<file path="config.mk">
export PLATFORM = sky130hd
export DESIGN_NAME = bfs_adjacency_matrix_order_core
export DESIGN_NICKNAME = d
export VERILOG_FILES = /design/src/rtl/core/bfsam_pkg.sv /design/src/rtl/core/bfsam_pick_unit.sv /design/src/rtl/core/bfs_adjacency_matrix_order.sv
export SDC_FILE = /design/constraint.sdc
export NUM_CORES = 1
export LEC_CHECK = 0
export BUFFER_PORTS_ARGS = -buffer_cell sky130_fd_sc_hd__buf_2
export CAP_MARGIN = 15
export CORE_ASPECT_RATIO = 1.1
export CORE_MARGIN = 3
export CORE_UTILIZATION = 47
export CTS_BUF_LIST = sky130_fd_sc_hd__clkbuf_16
export CTS_CLUSTER_DIAMETER = 50
export DETAILED_ROUTE_END_ITERATION = 10
export HOLD_SLACK_MARGIN = 0.08
export PLACE_DENSITY_LB_ADDON = 0.1
export SYNTH_ARGS = -nofsm -noshare
export SYNTH_HDL_FRONTEND = slang
export SYNTH_SLANG_ARGS = --single-unit
</file>
<file path="constraint.sdc">
create_clock -name clock -period 4.4 [get_ports clock]
set_input_delay 0.66 -clock clock [delete_from_list [all_inputs] [get_ports clock]]
set_output_delay 0.66 -clock clock [all_outputs]
set_load 0.01 [all_outputs]
</file>
<file path="src/rtl/core/bfsam_pkg.sv">
// bfsam_pkg: shared types and constants for the bfs adjacency matrix order core
// no dependencies; used by bfsam_pick_unit and bfs_adjacency_matrix_order_core
`default_nettype none

package bfsam_pkg;

   // graph size is fixed by the 3-bit vertex fields and the 8-bit row mask
   localparam int VERTICES = 8;
   localparam int VERTEX_W = 3;
   localparam int COUNT_W  = VERTEX_W + 1;

   localparam logic FUNC_LOAD   = 1'b0;
   localparam logic FUNC_SEARCH = 1'b1;

   typedef logic [VERTEX_W-1:0] vertex_type;
   typedef logic [VERTICES-1:0] row_type;
   typedef logic [COUNT_W-1:0]  count_type;

   typedef struct packed {
      logic       func;
      vertex_type row_index;
      row_type    row_bits;
      vertex_type start_vertex;
   } req_type;

   typedef struct packed {
      vertex_type vertex_id;
      logic       last;
   } rsp_type;

   // result of the shared lowest-set-bit search
   typedef struct packed {
      logic       found;
      vertex_type index;
   } pick_type;

endpackage

`default_nettype wire

</file>
<file path="src/rtl/core/bfsam_pick_unit.sv">
// bfsam_pick_unit: finds the lowest unvisited neighbour in one adjacency row
// depends on bfsam_pkg
`default_nettype none

module bfsam_pick_unit (
   input  wire bfsam_pkg::row_type  row,
   input  wire bfsam_pkg::row_type  visited,
   output bfsam_pkg::pick_type      pick
);

   bfsam_pkg::row_type cand;

   // neighbours not yet visited
   assign cand = row & ~visited;

   // priority search, lowest column wins
   always_comb begin
      pick.found = |cand;
      pick.index = '0;
      for (int i = bfsam_pkg::VERTICES - 1; i >= 0; i--) begin
         if (cand[i]) begin
            pick.index = bfsam_pkg::VERTEX_W'(i);
         end
      end
   end

endmodule

`default_nettype wire

</file>
<file path="src/rtl/core/bfs_adjacency_matrix_order.sv">
// bfs_adjacency_matrix_order_core: breadth-first order over a stored adjacency matrix
// depends on bfsam_pkg and bfsam_pick_unit
//
//   channel   direction  handshake            payload
//   req       in         req_valid/req_stall  bfsam_pkg::req_type
//   rsp       out        rsp_valid/rsp_stall  bfsam_pkg::rsp_type
//
// a load writes its row as it is taken; a search keeps req stalled while it runs,
// stepping per vertex it emits through a row fetch and a scan step that finds nothing new,
// a pick step for each vertex but the root, then a last fetch and a flush
// reset (synchronous) clears the sequencer, visited mask, queue pointers and
// output valid; adjacency rows and queue entries hold no reset value
// a stalled rsp freezes the scan; req is stalled whenever a search is in progress
`default_nettype none

module bfs_adjacency_matrix_order_core (
   input  wire                    clock,
   input  wire                    reset,
   input  wire                    req_valid,
   output logic                   req_stall,
   input  wire bfsam_pkg::req_type req_data,
   output logic                   rsp_valid,
   input  wire                    rsp_stall,
   output bfsam_pkg::rsp_type     rsp_data
);

   typedef enum logic [3:0] {
      ST_IDLE  = 4'b0001,
      ST_FETCH = 4'b0010,
      ST_SCAN  = 4'b0100,
      ST_FLUSH = 4'b1000
   } state_type;

   state_type            state_ff, state_in;
   bfsam_pkg::row_type   adj_ff [bfsam_pkg::VERTICES];
   bfsam_pkg::vertex_type queue_ff [bfsam_pkg::VERTICES];
   bfsam_pkg::row_type   visited_ff, visited_in;
   bfsam_pkg::count_type head_ff, head_in;
   bfsam_pkg::count_type tail_ff, tail_in;
   bfsam_pkg::row_type   row_ff, row_in;
   bfsam_pkg::vertex_type hold_ff, hold_in;
   logic                 rsp_valid_ff, rsp_valid_in;
   bfsam_pkg::rsp_type   rsp_ff, rsp_in;

   logic                 req_xfer;
   logic                 out_free;
   logic                 adj_we;
   logic                 queue_we;
   bfsam_pkg::vertex_type queue_wr_vertex;
   bfsam_pkg::pick_type  pick;

   // handshake
   assign req_stall = (state_ff != ST_IDLE);
   assign req_xfer  = req_valid && !req_stall;
   assign out_free  = !rsp_valid_ff || !rsp_stall;
   assign rsp_valid = rsp_valid_ff;
   assign rsp_data  = rsp_ff;

   // shared lowest-unvisited-neighbour unit
   bfsam_pick_unit u_pick (
      .row     (row_ff),
      .visited (visited_ff),
      .pick    (pick)
   );

   // sequencer
   always_comb begin
      state_in        = state_ff;
      visited_in      = visited_ff;
      head_in         = head_ff;
      tail_in         = tail_ff;
      row_in          = row_ff;
      hold_in         = hold_ff;
      rsp_in          = rsp_ff;
      rsp_valid_in    = rsp_valid_ff && rsp_stall;
      adj_we          = 1'b0;
      queue_we        = 1'b0;
      queue_wr_vertex = hold_ff;

      case (state_ff)
         ST_IDLE: begin
            if (req_xfer) begin
               if (req_data.func == bfsam_pkg::FUNC_LOAD) begin
                  adj_we = 1'b1;
               end else begin
                  visited_in      = bfsam_pkg::row_type'(1) << req_data.start_vertex;
                  queue_we        = 1'b1;
                  queue_wr_vertex = req_data.start_vertex;
                  head_in         = '0;
                  tail_in         = bfsam_pkg::count_type'(1);
                  hold_in         = req_data.start_vertex;
                  state_in        = ST_FETCH;
               end
            end
         end
         ST_FETCH: begin
            if (head_ff == tail_ff) begin
               state_in = ST_FLUSH;
            end else begin
               row_in   = adj_ff[queue_ff[head_ff[bfsam_pkg::VERTEX_W-1:0]]];
               head_in  = head_ff + bfsam_pkg::count_type'(1);
               state_in = ST_SCAN;
            end
         end
         ST_SCAN: begin
            if (!pick.found) begin
               state_in = ST_FETCH;
            end else if (out_free) begin
               // emit the held vertex, hold the new one until we know if it is last
               visited_in      = visited_ff | (bfsam_pkg::row_type'(1) << pick.index);
               queue_we        = 1'b1;
               queue_wr_vertex = pick.index;
               tail_in         = tail_ff + bfsam_pkg::count_type'(1);
               rsp_in          = '{vertex_id: hold_ff, last: 1'b0};
               rsp_valid_in    = 1'b1;
               hold_in         = pick.index;
            end
         end
         ST_FLUSH: begin
            if (out_free) begin
               rsp_in       = '{vertex_id: hold_ff, last: 1'b1};
               rsp_valid_in = 1'b1;
               state_in     = ST_IDLE;
            end
         end
         default: begin
            state_in = ST_IDLE;
         end
      endcase
   end

   // control registers
   always_ff @(posedge clock) begin
      if (reset) begin
         state_ff     <= ST_IDLE;
         visited_ff   <= '0;
         head_ff      <= '0;
         tail_ff      <= '0;
         rsp_valid_ff <= 1'b0;
      end else begin
         state_ff     <= state_in;
         visited_ff   <= visited_in;
         head_ff      <= head_in;
         tail_ff      <= tail_in;
         rsp_valid_ff <= rsp_valid_in;
      end
   end

   // payload registers and storage
   always_ff @(posedge clock) begin
      row_ff  <= row_in;
      hold_ff <= hold_in;
      rsp_ff  <= rsp_in;
      if (adj_we) begin
         adj_ff[req_data.row_index] <= req_data.row_bits;
      end
      if (queue_we) begin
         queue_ff[tail_in[bfsam_pkg::VERTEX_W-1:0] - bfsam_pkg::vertex_type'(1)] <=
            queue_wr_vertex;
      end
   end

`ifndef SYNTHESIS
   // every visited vertex has been queued exactly once
   a_visited_matches_tail: assert property (@(posedge clock) disable iff (reset)
      $countones(visited_ff) == 32'(tail_ff))
      else $error("visited count differs from queue tail");

   // the queue pointers stay in range: tail at most VERTICES, head never past tail
   a_tail_bounded: assert property (@(posedge clock) disable iff (reset)
      (tail_ff <= bfsam_pkg::count_type'(bfsam_pkg::VERTICES)) && (head_ff <= tail_ff))
      else $error("queue pointers out of range");

   // the vertex waiting to be emitted is always marked visited
   a_hold_visited: assert property (@(posedge clock) disable iff (reset)
      (state_ff != ST_IDLE) |-> visited_ff[hold_ff])
      else $error("held vertex not visited");

   // a scan step that finds a neighbour with room at the output emits the held vertex, not last, next cycle
   a_scan_emits: assert property (@(posedge clock) disable iff (reset)
      (state_ff == ST_SCAN) && pick.found && out_free |=> rsp_valid_ff && !rsp_ff.last)
      else $error("scan step did not emit");
`endif

endmodule

`default_nettype wire

</file>
==> After elaboration in Yosys (flattened, before gate mapping) <==
Memory sizes are Yosys's and may differ from the RTL's. A register that Yosys moved wholly into a read port is not among the register bits.
Cells that the tools add are included.
{ "totals": {"ram_bits": 88, "out_inout_bits": 6, "input_bits": 19, "ff_bits": 28, "memories": 2, "wordCells": 102} }
{ "memory_table": {"columns": ["name", "depth", "word_bits", "read_ports", "rd_ports_with_merged_regs", "wr", "line_no", "rtl"], "rows": [
  ["adj_ff", 8, 8, 1, 1, 1, "bfs_adjacency_matrix_order.sv:35", "bfsam_pkg::row_type adj_ff [bfsam_pkg::VERTICES];"],
  ["queue_ff", 8, 3, 1, 1, 1, "bfs_adjacency_matrix_order.sv:36", "bfsam_pkg::vertex_type queue_ff [bfsam_pkg::VERTICES];"]
]} }
{ "op_classes": {"add_sub_neg": 3, "n_eq_ne": 13, "bitwise": 4, "reduce_logical": 15, "mux": 54, "shift": 2} }
{ "op_table": {"columns": ["operator", "count"], "rows": [
  ["2-to-1 mux 4 bit", 15],
  ["2-to-1 mux 3 bit", 14],
  ["2-to-1 mux 8 bit", 4],
  ["one-hot mux 4 bit (2 select lines)", 3],
  ["one-hot mux 4 bit (4 select lines)", 1],
  ["one-hot mux 8 bit (2 select lines)", 1],
  ["left shift 1 x 3 -> 8 bit (first input constant)", 2],
  ["!= test 2 bit (second input constant)", 7],
  ["2-to-1 mux 1 bit", 13],
  ["AND reduction 4 bit", 3],
  ["adder 4 x 1 -> 4 bit (second input constant)", 2],
  ["AND 8 bit", 1],
  ["inverter 8 bit", 1],
  ["bitwise OR 8 bit", 1],
  ["OR reduction 8 bit", 1],
  ["one-hot mux 3 bit (2 select lines)", 1],
  ["nonzero test 2 bit", 3],
  ["AND reduction 5 bit", 1],
  ["== test 4 x 1 -> 1 bit (second input constant)", 1],
  ["== test 4 x 2 -> 1 bit (second input constant)", 1],
  ["== test 4 x 3 -> 1 bit (second input constant)", 1],
  ["== test 4 bit", 1],
  ["== test 4 bit (second input constant)", 1],
  ["!= test 4 x 1 -> 1 bit (second input constant)", 1],
  ["other kinds (7)", 11]
]} }

==> Depth between registers and ports, before layout <==
Gate-level depths: netlist of the first run.
{ "logic_depth": {"word_depth": 15, "depth_mapped": 9, "ltp_nobuf": 8} }

==> Hierarchy <==
Synthesis of the first run repeated with hierarchy kept, for this count alone.
{ "hier_totals": {"hier_cells": 375, "hier_area_um2": 5348.9} }
{ "modules_own_cells": {"columns": ["mod", "seq_area_each_um2", "n_inst", "cells_each", "area_per_inst_um2"], "rows": [
  ["bfs_adjacency_matrix_order_core", 3543.4, 1, 350, 5171.2],
  ["bfsam_pick_unit", 0.0, 1, 25, 177.7]
]} }

==> Least setup slack after synthesis of the first run <==
No wires, ideal clock.
{ "synth_timing": {"path_type": "input port to flip-flop", "startpoint": "in req_data[14] in the netlist's numbering", "endpoint": "mem queue_ff[6][0] in the netlist's numbering (enable)", "setup_time_ns": 0.350, "stages": 7, "setup_slack_ns": 1.594, "required_time_ns": 4.050, "arrival_time_ns": 2.456, "path_buffers": 0, "cell_sequence": "nand4b_1 > a211o_1 > a21o_1 > a22oi_1 > ha_1 > xor2_2 > nor3b_1"} }
{ "synth_between": {"elab_chain_cells": 5, "word_cells_on_any_way": 9, "cone_classes": "1 x add/sub; 8 x mux"} }
{ "synth_lines": {"columns": ["item", "line_no", "rtl"], "rows": [
  ["start: declaration", "bfs_adjacency_matrix_order.sv:21", "input wire bfsam_pkg::req_type req_data,"],
  ["parallel branches: the longest is 5 deep, another holds subtractor 3 x 1 -> 3 bit", null, null],
  ["end: declaration", "bfs_adjacency_matrix_order.sv:36", null]
]} }
Several ways; the timed one is not identified. The select of a mux whose other input is x is not followed.

==> Worst setup path in the final report of the first run <==
{ "layout_timing": {"startpoint": "reg state_ff[2]", "endpoint": "mem queue_ff[0][2] in the netlist's numbering (enable)"} }
{ "layout_between": {"elab_chain_cells": 7, "word_cells_on_any_way": 12, "cone_classes": "1 x add/sub; 3 x eq/ne; 6 x mux; 2 x reduce/logical"} }
{ "layout_lines": {"columns": ["item", "line_no", "rtl"], "rows": [
  ["start: declaration", "bfs_adjacency_matrix_order.sv:34", "state_type state_ff, state_in;"],
  ["start signal: assignment", "bfs_adjacency_matrix_order.sv:141", "state_ff <= state_in;"],
  ["parallel branches: the longest is 7 deep, another holds subtractor 3 x 1 -> 3 bit", null, null]
]} }
Several ways; the timed one is not identified. The select of a mux whose other input is x is not followed.

==> impl_results.md, run 1 <==
* Total CTS buffers at 17
* IO buf count at 24
* Async set or reset register ratio after synthesis at 0
* Worst r2r src: state_ff[2]
* Syn nets at approximately 400
* Share of cells above drive strength 1 at 0.169
* Largest net degree at the start of global routing at 20
* Die Span Y at 119 um
* Pins Over Slew Limit at 0
* Rel. slew slack at 0.255
* LEAKAGE at between 0.002 and 0.0025 uW
* Critical path required time at 4440 ps
* Total die area at about 13000 um2
* Fin crit period at ~3200 ps
* Worst setup margin at around 1200 ps
* DRT Pass-1 Iters at 4
* Hold Path Depth at 0
* CTS tree: built
* Initial Util at 0.492
* Hold WC Path Type: flip-flop to flip-flop
* Clk Latency, worst-skew pair at just over 400 ps
* DP HPWL at about 7.5 mm
* First-pass GRT wire length at roughly 17 mm
* # setup viols final at 0
* Antenna cells at 0
* Hold EP: rsp_data[1]
* Core Util, Final at 0.562
* Total GRT Usage at 0.178
* Gr ovfl total at 0
* Synth top area cells: edfxtp_1 55%, dfxtp_1 9.8%, mux2i_1 6.0%
* Detailed router's first-iteration violation count at 223
* Hold Vio Cnt, Final at 0
* RSZ-0062 raised after global routing: false
* Ys flop type: edfxtp_1
* Total setup buffers inserted after CTS at 0
* Worst setup EP type: flip-flop
* Core footprint at roughly 11000 um2
* Synthesized area at 5490 um2
* Worst clock skew at ~11 ps
* CTS-repair resized insts at 0
* Total wire length at around 11 mm
* Post-synth top area share at 0.547
* Setup TNS at 0 ps
* CTS Buffer Depth at 2
* Drt wl/cell at between 15 and 20 um
* CTS Hold Bufs at 0
* Top cells by count, synth: 100 x edfxtp_1, 33 x mux2i_1, 27 x dfxtp_1, 26 x nor2_1, 20 x a21oi_1
* Syn. warnings at 0
* Synthesized instance count at 388
* Worst slew pin tran at 1110 ps
* Vias in the first global route at 3238
* Setup slack, reg-to-reg at ~1200 ps
* CTS HTree Levels at 4
* Post-synth top area cell: edfxtp_1
* Initial antenna violation count at 0
* Setup CP Type: flip-flop to flip-flop
* Place WS at 1130 ps
* Top-count cell post-synth: edfxtp_1
* Maximum vdd ir drop at roughly 320 uV
* Worst r2r dst: queue_ff[0][2]
* Pwr/cell area at 464 nW/um2
* Number of synthesized flops with an enable pin at 100
* Yosys reg bits at ~130
* Syn_area_per_cell at 14.2 um2
* Die width at 109 um
* Total power at a little under 3000 uW
* Period utilization at 0.721
* Root Buffer: clkbuf_16
* Row Count at 40
* Worst setup SP type: flip-flop
* DRC Markers at 0
* Fmax at between 0.3 and 0.4 GHz
* WP data arrival at between 3000 and 4000 ps
* Routed Antenna Nets at 0
* Vias at ~3200
* Hold Startpoint: hold_ff[0]
* TritonCTS Sinks at ~130
* Max cap viols at 0
* Routed vias/inst at approximately 5.6
* IO Pins at 25
* Worst-path clk slew at about 60 ps
* GP Congestion at approximately 0.80
* Final #Nets at 442
* Status: completed
* CP Max Fanout at 10
* Distinct cells, synth at a little under 60
* Worst R2R Path Depth at 7
* Register area share after synthesis at 0.645
* Area Overhead vs Synth at 14.2%
## power breakdown
| part | switching [uW] | internal (uW) |
|---|---|---|
| registers | 36.4 | 1370 |
| logic | 153 | 84.3 |
| clock network | 463 | 809 |
| total | 652 | 2260 |
## metrics by stage
step	std cells	area (um2)	hold slack (ps)
after global placement	548	5730	450
after floorplan	388	5490	407
final	580	6270	451
after detailed placement	548	5730	437
after global routing	580	6270	466
after CTS	580	6270	449
## metal layers
metal	vias to the layer above	wire length, um	global-route usage	part of all wire
met3	14	455	0.0407	0.043
li1	1591	-	-	-
met2	77	5320	0.286	0.50
met4	0	199	0.0979	0.019
met5	-	0	0	0
met1	1565	4610	0.221	0.44
## critical path, cell delays in order, from the launching register on
cell     delay, ps
dfxtp_1        510
nor4b_4        560
nand2_1        170
a21oi_2        320
a22oi_1        250
ha_1           280
xor2_2         220
nor3b_1        490
## cell usage in the layout (no fill, tap or decap), types with 3 or more instances in the layout
cell type / synthesis / routed
xor2_1: 6 / 6
nand4_1: 3 / 3
a211oi_1: 8 / 8
a31oi_1: 4 / 4
buf_4: 1 / 4
mux4_2: 6 / 6
a221oi_2: 8 / 8
dfxtp_1: 27 / 27
a22o_1: 8 / 8
o21ai_0: 5 / 5
ha_1: 3 / 3
a21oi_1: 20 / 20
buf_2: 4 / 24
nor4_1: 4 / 4
nand2b_1: 14 / 14
nor3_1: 9 / 9
clkinv_1: 0 / 5
nor2_1: 26 / 26
nor2b_1: 7 / 7
inv_1: 5 / 11
mux2i_1: 33 / 33
and4_1: 3 / 3
nand3_1: 10 / 10
clkbuf_16: 0 / 17
nand2_1: 17 / 17
o21ai_1: 6 / 6
edfxtp_1: 100 / 100
o41ai_1: 3 / 3
## kinds of logic (layout without fill, tap and decap cells)
| family | count (synthesis) | after routing | share of synthesized area |
|---|---|---|---|
| adders and majority gates | 3 | 3 | 0.00683 |
| xor gates and xnor gates | 9 | 9 | 0.0157 |
| muxes | 40 | 40 | 0.0888 |
| and+or+nand+nor | 112 | 112 | 0.116 |
| buffers and inverters | 22 | 67 | 0.0223 |
| DFF | 127 | 127 | 0.645 |
| AOI/OAI and AO/OA | 75 | 75 | 0.105 |
## area by class of cell
type | instances | area [um2]
multi-input cells | 239 | 1830
inverters | 7 | 26.3
clock buffers | 17 | 425
flip-flops and latches | 127 | 3540
fillers | 904 | 4890
well taps | 147 | 184
clock inverters | 15 | 118
repair buffers | 28 | 150
## state kept, by name, summed over array words and instances, names as in the netlist, named ones only
register / cells
tail_ff: 4
hold_ff: 3
head_ff: 4
state_ff: 4
queue_ff: 24
row_ff: 8
visited_ff: 8
adj_ff: 64
rsp_valid: 1
rsp_data: 4
## how the worst max path moves through the flow
stage / slack (ps) / endpoint / start
2_1_floorplan: 1590 / queue_ff[6][0] / req_data[14]
6_report: 1230 / queue_ff[0][2] / state_ff[2]
5_1_grt: 940 / queue_ff[6][0] / state_ff[2]
3_3_place_gp: 1200 / queue_ff[6][0] / req_data[14]
3_5_place_dp: 1130 / queue_ff[6][2] / req_data[14]
4_1_cts: 1230 / queue_ff[6][0] / state_ff[2]
Note: power is estimated with default switching activity, not from simulation.
==> inputs of run 2 (changes only) <==
- clock period: 4.4 -> 3.24 ns (I/O delays scaled with it)
==> impl_results.md, run 2 (synthesized netlist as in run 1, its figures left out) <==
* Maximum vdd ir drop at 362 uV (was 322 uV)
* Initial Util at 0.492 (unchanged)
* Pwr/cell area at 635 nW/um2 (was 464 nW/um2)
* CP Max Fanout at 9 (was 10)
* Detailed router's first-iteration violation count at 216 (was 223)
* Period utilization at 0.887 (was 0.721)
* Pins Over Slew Limit at 0 (unchanged)
* Hold Vio Cnt, Final at 0 (unchanged)
* CP max-delay cell: dfxtp_1 (was nor4b_4)
* Worst slew pin tran at 1030 ps (was 1110 ps)
* Final #Nets at 450 (was 442)
* CTS-repair resized insts at 0 (unchanged)
* LEAKAGE at 0.00227 uW (was 0.00223 uW)
* Worst-path clk slew at 60 ps (about the same)
* DRT Pass-1 Iters at 4 (unchanged)
* Share of cells above drive strength 1 at 0.204 (was 0.169)
* RSZ-0062 raised after global routing: false (unchanged)
* CP peak stage delay at 520 ps (was 560 ps)
* Hold WC Path Type: primary input to flip-flop (was flip-flop to flip-flop)
* Routed vias/inst at 5.64 (was 5.60)
* DP HPWL at 7.58 mm (was 7.46 mm)
* Row Count at 40 (unchanged)
* Commonest non-fill, non-tap cell in the layout: edfxtp_1 (unchanged)
* CP top delay family: compound AO/OA/AOI/OAI gates (was simple AND/OR/NAND/NOR gates)
* Fin crit period at 2880 ps (was 3170 ps)
* Total die area at 13000 um2 (unchanged)
* CTS HTree Levels at 4 (unchanged)
* Worst setup EP type: flip-flop (unchanged)
* Reg with most FFs: adj_ff (unchanged)
* Total wire length at 10.7 mm (was 10.6 mm)
* Rel. slew slack at 0.308 (was 0.255)
* Max cap viols at 0 (unchanged)
* Most frequent cells in the layout: 100 x edfxtp_1, 33 x mux2i_1, 27 x dfxtp_1, 26 x nor2_1, 24 x buf_2 (unchanged)
* WP data arrival at 2920 ps (was 3210 ps)
* Worst clock skew at 11.1 ps (was 10.8 ps)
* DRC Markers at 0 (unchanged)
* GP Congestion at 0.832 (was 0.801)
* Drt wl/cell at 18.3 um (about the same)
* First-pass GRT wire length at 17.4 mm (was 17.0 mm)
* Initial antenna violation count at 0 (unchanged)
* Die width at 109 um (unchanged)
* Clk Latency, worst-skew pair at 410 ps (about the same)
* Max reg flops at 64 (unchanged)
* CTS Buffer Depth at 2 (unchanged)
* Largest net degree at the start of global routing at 33 (was 20)
* Critical path required time at 3290 ps (was 4440 ps)
* Buf/Inv on CP at 0 (unchanged)
* Routed Antenna Nets at 0 (unchanged)
* Sequence of cells on the critical path: nand4b_1, a211o_1, a21o_1, a22oi_1, ha_1, xor2_2, nor3b_1 (was nor4b_4, nand2_1, a21oi_2, a22oi_1, ha_1, xor2_2, nor3b_1)
* Setup CP Type: flip-flop to flip-flop (unchanged)
* # setup viols final at 0 (unchanged)
* Status: completed (unchanged)
* Setup TNS at 0 ps (unchanged)
* CTS Hold Bufs at 0 (unchanged)
* Vias in the first global route at 3338 (was 3238)
* Total setup buffers inserted after CTS at 0 (unchanged)
* FILL cells at 897 (was 904)
* Worst setup SP type: flip-flop (unchanged)
* Total CTS buffers at 17 (unchanged)
* Fmax at 0.348 GHz (was 0.315 GHz)
* Die Span Y at 119 um (unchanged)
* Core footprint at 11200 um2 (unchanged)
* IO buf count at 24 (unchanged)
* IO Pins at 25 (unchanged)
* Total GRT Usage at 0.179 (was 0.178)
* Area Overhead vs Synth at 16.1% (was 14.2%)
* Total power at 4050 uW (was 2910 uW)
* Antenna cells at 0 (unchanged)
* Gr ovfl total at 0 (unchanged)
* Vias at 3319 (was 3247)
* CTS tree: built (unchanged)
* Root Buffer: clkbuf_16 (unchanged)
* TritonCTS Sinks at 127 (unchanged)
* Core Util, Final at 0.571 (was 0.562)
[run 2: final cells by class]
cell class	instances	area, um2	share of cell area
multi-input cells	239	1830	0.287
repair buffers	36	223	0.0349
clock inverters	15	146	0.0230
flip-flops and latches	127	3540	0.556
clock buffers	17	425	0.0667
well taps	147	184	0.0289
inverters	7	26.3	0.00412
[run 2: metrics by stage]
step	area (um2)	std cells	setup WS, ps	hold WS, ps
after floorplan	5490	388	577	407
after global placement	5800	556	468	438
after detailed placement	5800	556	373	435
after CTS	6370	588	379	339
after global routing	6370	588	134	357
final	6370	588	365	346
[run 2: metal layers]
layer	wire (um)	track usage	vias up
li1	-	-	1607
met1	4640	0.220	1626
met2	5510	0.300	77
met3	454	0.0434	9
met4	134	0.0702	0
met5	0	0	-
[run 2: worst register-to-register path, delay by kind of cell (launching register included)]
family / cells / cell delay [ps]
compound gates: 3 / 850
simple gates: 2 / 630
flops: 1 / 520
xor+xnor: 1 / 270
fa+ha+maj: 1 / 240
[run 2: report_power, final]
part	internal, uW	total, uW	switching, uW
sequential	1860	1910	50.8
clock	1130	1820	691
combinational	118	326	208
[run 2: path summary, 6_finish.rpt]
| check | endpoint | cells past startpoint | from | slack, ps |
|---|---|---|---|---|
| worst max-delay path | queue_ff[6][0] | 7 | state_ff[0] | 360 |
| worst min-delay path | adj_ff[6][5] | 1 | req_data[8] | 350 |
| worst max register to register | queue_ff[6][0] | 7 | state_ff[0] | 360 |
| worst min register to register | rsp_data[2] | 0 | hold_ff[1] | 440 |
==> inputs of run 3 (changes only) <==
- PLACE_DENSITY_LB_ADDON: 0.1 -> 0.05
==> impl_results.md, run 3 (synthesized netlist as in run 1, its figures left out) <==
* Routed Antenna Nets at 0 (unchanged)
* Maximum vdd ir drop at 376 uV (was 362 uV)
* Initial antenna violation count at 0 (unchanged)
* Worst clock skew at 10.9 ps (was 11.1 ps)
* Final #Nets at 452 (was 450)
* Met2 wire len at 5.34 mm (was 5.51 mm)
* Critical path required time at 3280 ps (was 3290 ps)
* Pwr/cell area at 621 nW/um2 (was 635 nW/um2)
* CTS HTree Levels at 4 (unchanged)
* Vias at 3310 (was 3319)
* Total GRT Usage at 0.178 (was 0.179)
* Worst setup SP type: flip-flop (unchanged)
* Clk Latency, worst-skew pair at 410 ps (about the same)
* Setup TNS at 0 ps (unchanged)
* CTS-repair resized insts at 0 (unchanged)
* DP HPWL at 7.38 mm (was 7.58 mm)
* Final Non-Filler Cells at 590 (was 588)
* Worst-path clk slew at 50 ps (was 60 ps)
* Share of cells above drive strength 1 at 0.201 (was 0.204)
* Core footprint at 11200 um2 (unchanged)
* Top routing layer in use: met4 (unchanged)
* Net Switching at 901 uW (was 950 uW)
* Period utilization at 0.875 (was 0.887)
* Die width at 109 um (unchanged)
* Worst r2r dst: queue_ff[0][2] (was queue_ff[6][0])
* Sequence of cells on the critical path: nor2b_1, nor4_2, a21oi_2, xnor2_1, nor2_1, ha_1, xor2_2, nor3b_1 (was nand4b_1, a211o_1, a21o_1, a22oi_1, ha_1, xor2_2, nor3b_1)
* DRC Markers at 0 (unchanged)
* Met1 WL at 4.54 mm (was 4.64 mm)
* Worst r2r src: row_ff[2] (was state_ff[0])
* LEAKAGE at 0.00228 uW (was 0.00227 uW)
* Gr ovfl total at 0 (unchanged)
* Hold EP: adj_ff[3][3] (was adj_ff[6][5])
* Flop pwr share at 0.482 (was 0.471)
* Max cap viols at 0 (unchanged)
* TritonCTS Sinks at 127 (unchanged)
* # setup viols final at 0 (unchanged)
* Largest net degree at the start of global routing at 33 (unchanged)
* CP peak stage delay at 510 ps (was 520 ps)
* First-pass GRT wire length at 17.1 mm (was 17.4 mm)
* Pins Over Slew Limit at 0 (unchanged)
* CP max-delay cell: nor3b_1 (was dfxtp_1)
* Worst R2R Path Depth at 8 (was 7)
* Root Buffer: clkbuf_16 (unchanged)
* Hold WC Path Type: primary input to flip-flop (unchanged)
* Hold Path Depth at 1 (unchanged)
* Clock power frac at 0.436 (was 0.449)
* Antenna cells at 0 (unchanged)
* Most frequent cells in the layout: 100 x edfxtp_1, 33 x mux2i_1, 27 x dfxtp_1, 26 x nor2_1, 24 x buf_2 (unchanged)
* Max reg flops at 64 (unchanged)
* Die Span Y at 119 um (unchanged)
* Drt wl/cell at 17.7 um (was 18.3 um)
* Status: completed (unchanged)
* DRT Pass-1 Iters at 4 (unchanged)
* Total setup buffers inserted after CTS at 0 (unchanged)
* IO Pins at 25 (unchanged)
* CTS Hold Bufs at 0 (unchanged)
* Placed cell count at 558 (was 556)
* Vias in the first global route at 3307 (was 3338)
* IO buf count at 24 (unchanged)
* Reg with most FFs: adj_ff (unchanged)
* CTS tree: built (unchanged)
* Hold Startpoint: req_data[6] (was req_data[8])
* Fin crit period at 2830 ps (was 2880 ps)
* Initial Util at 0.492 (unchanged)
* Row Count at 40 (unchanged)
* Internal power at 3050 uW (was 3100 uW)
* Gate power share at 0.082 (was 0.081)
* Placed inst area at 5820 um2 (was 5800 um2)
* Net Sw Frac at 0.228 (was 0.235)
* CTS Buffer Depth at 2 (unchanged)
* Worst slew pin tran at 1090 ps (was 1030 ps)
* Fmax at 0.353 GHz (was 0.348 GHz)
* GP Congestion at 0.872 (was 0.832)
* Detailed router's first-iteration violation count at 172 (was 216)
* Total die area at 13000 um2 (unchanged)
* Worst setup EP type: flip-flop (unchanged)
* Area Overhead vs Synth at 15.9% (was 16.1%)
* Hold Vio Cnt, Final at 0 (unchanged)
* Routed wire length on met3 at 391 um (was 454 um)
* WP data arrival at 2880 ps (was 2920 ps)
* Setup CP Type: flip-flop to flip-flop (unchanged)
* Setup slack, reg-to-reg at 410 ps (was 360 ps)
* RSZ-0062 raised after global routing: false (unchanged)
* Total wire length at 10.5 mm (was 10.7 mm)
* Rel. slew slack at 0.271 (was 0.308)
* Fin area at 6370 um2 (about the same)
* Routed vias/inst at 5.61 (was 5.64)
* Commonest non-fill, non-tap cell in the layout: edfxtp_1 (unchanged)
* CP Max Fanout at 8 (was 9)
* Total CTS buffers at 17 (unchanged)
-- run 3: cell types whose count changed in the layout (fill, tap and decap cells not counted), sizes merged --
cell | before | now
buf | 36 | 38
inv | 8 | 10
bufinv | 2 | 1
clkbuf | 17 | 18
clkinv | 10 | 9
clkinvlp | 2 | 1
-- run 3: worst max-delay path by stage --
stage,depth (start not counted),end,start
detailed placement,8,queue_ff[6][2],req_data[14]
finish,8,queue_ff[0][2],row_ff[2]
CTS,8,queue_ff[0][2],row_ff[2]
global route,8,queue_ff[6][2],row_ff[2]
global placement,8,queue_ff[6][0],req_data[14]
floorplan,8,queue_ff[6][0],state_ff[2]
-- run 3: layout make-up --
type	count	area (um2)
Multi-Input combinational cell	239	1830
Clock buffer	18	450
Clock inverter	14	100
Timing Repair Buffer	38	238
Tap cell	147	184
Fill cell	879	4790
Inverter	7	26.3
Sequential cell	127	3540
-- run 3: routing by layer --
metal / up-vias / GRT usage
li1: 1609 / -
met1: 1613 / 0.221
met3: 16 / 0.0493
met4: 0 / 0.0734
met2: 72 / 0.290
met5: - / 0
-- run 3: power by group through the flow --
stage	clock network (uW)	logic, uW	registers [uW]
after floorplan	0	238	1910
after global placement	0	325	1940
after detailed placement	0	328	1940
after global routing	1850	366	1920
after CTS	1760	330	1910
final	1730	323	1910
-- run 3: stage by stage --
step,utilization,setup slack (ps),hold WS (ps),total power [uW]
6_report,0.571,406,342,3960
5_1_grt,0.571,144,343,4130
4_1_cts,0.571,395,330,4000
3_5_place_dp,0.521,410,442,2270
3_3_place_gp,0.521,459,446,2260
2_1_floorplan,-,577,407,2150
-- run 3: worst max-delay path, delay by kind of cell, from the launching register on --
family                     cells  cell delay (ps)
xor gates and xnor gates       2              410
AOI/OAI and AO/OA              1              200
and+or+nand+nor                4             1220
DFF                            1              400
adders and majority gates      1              230
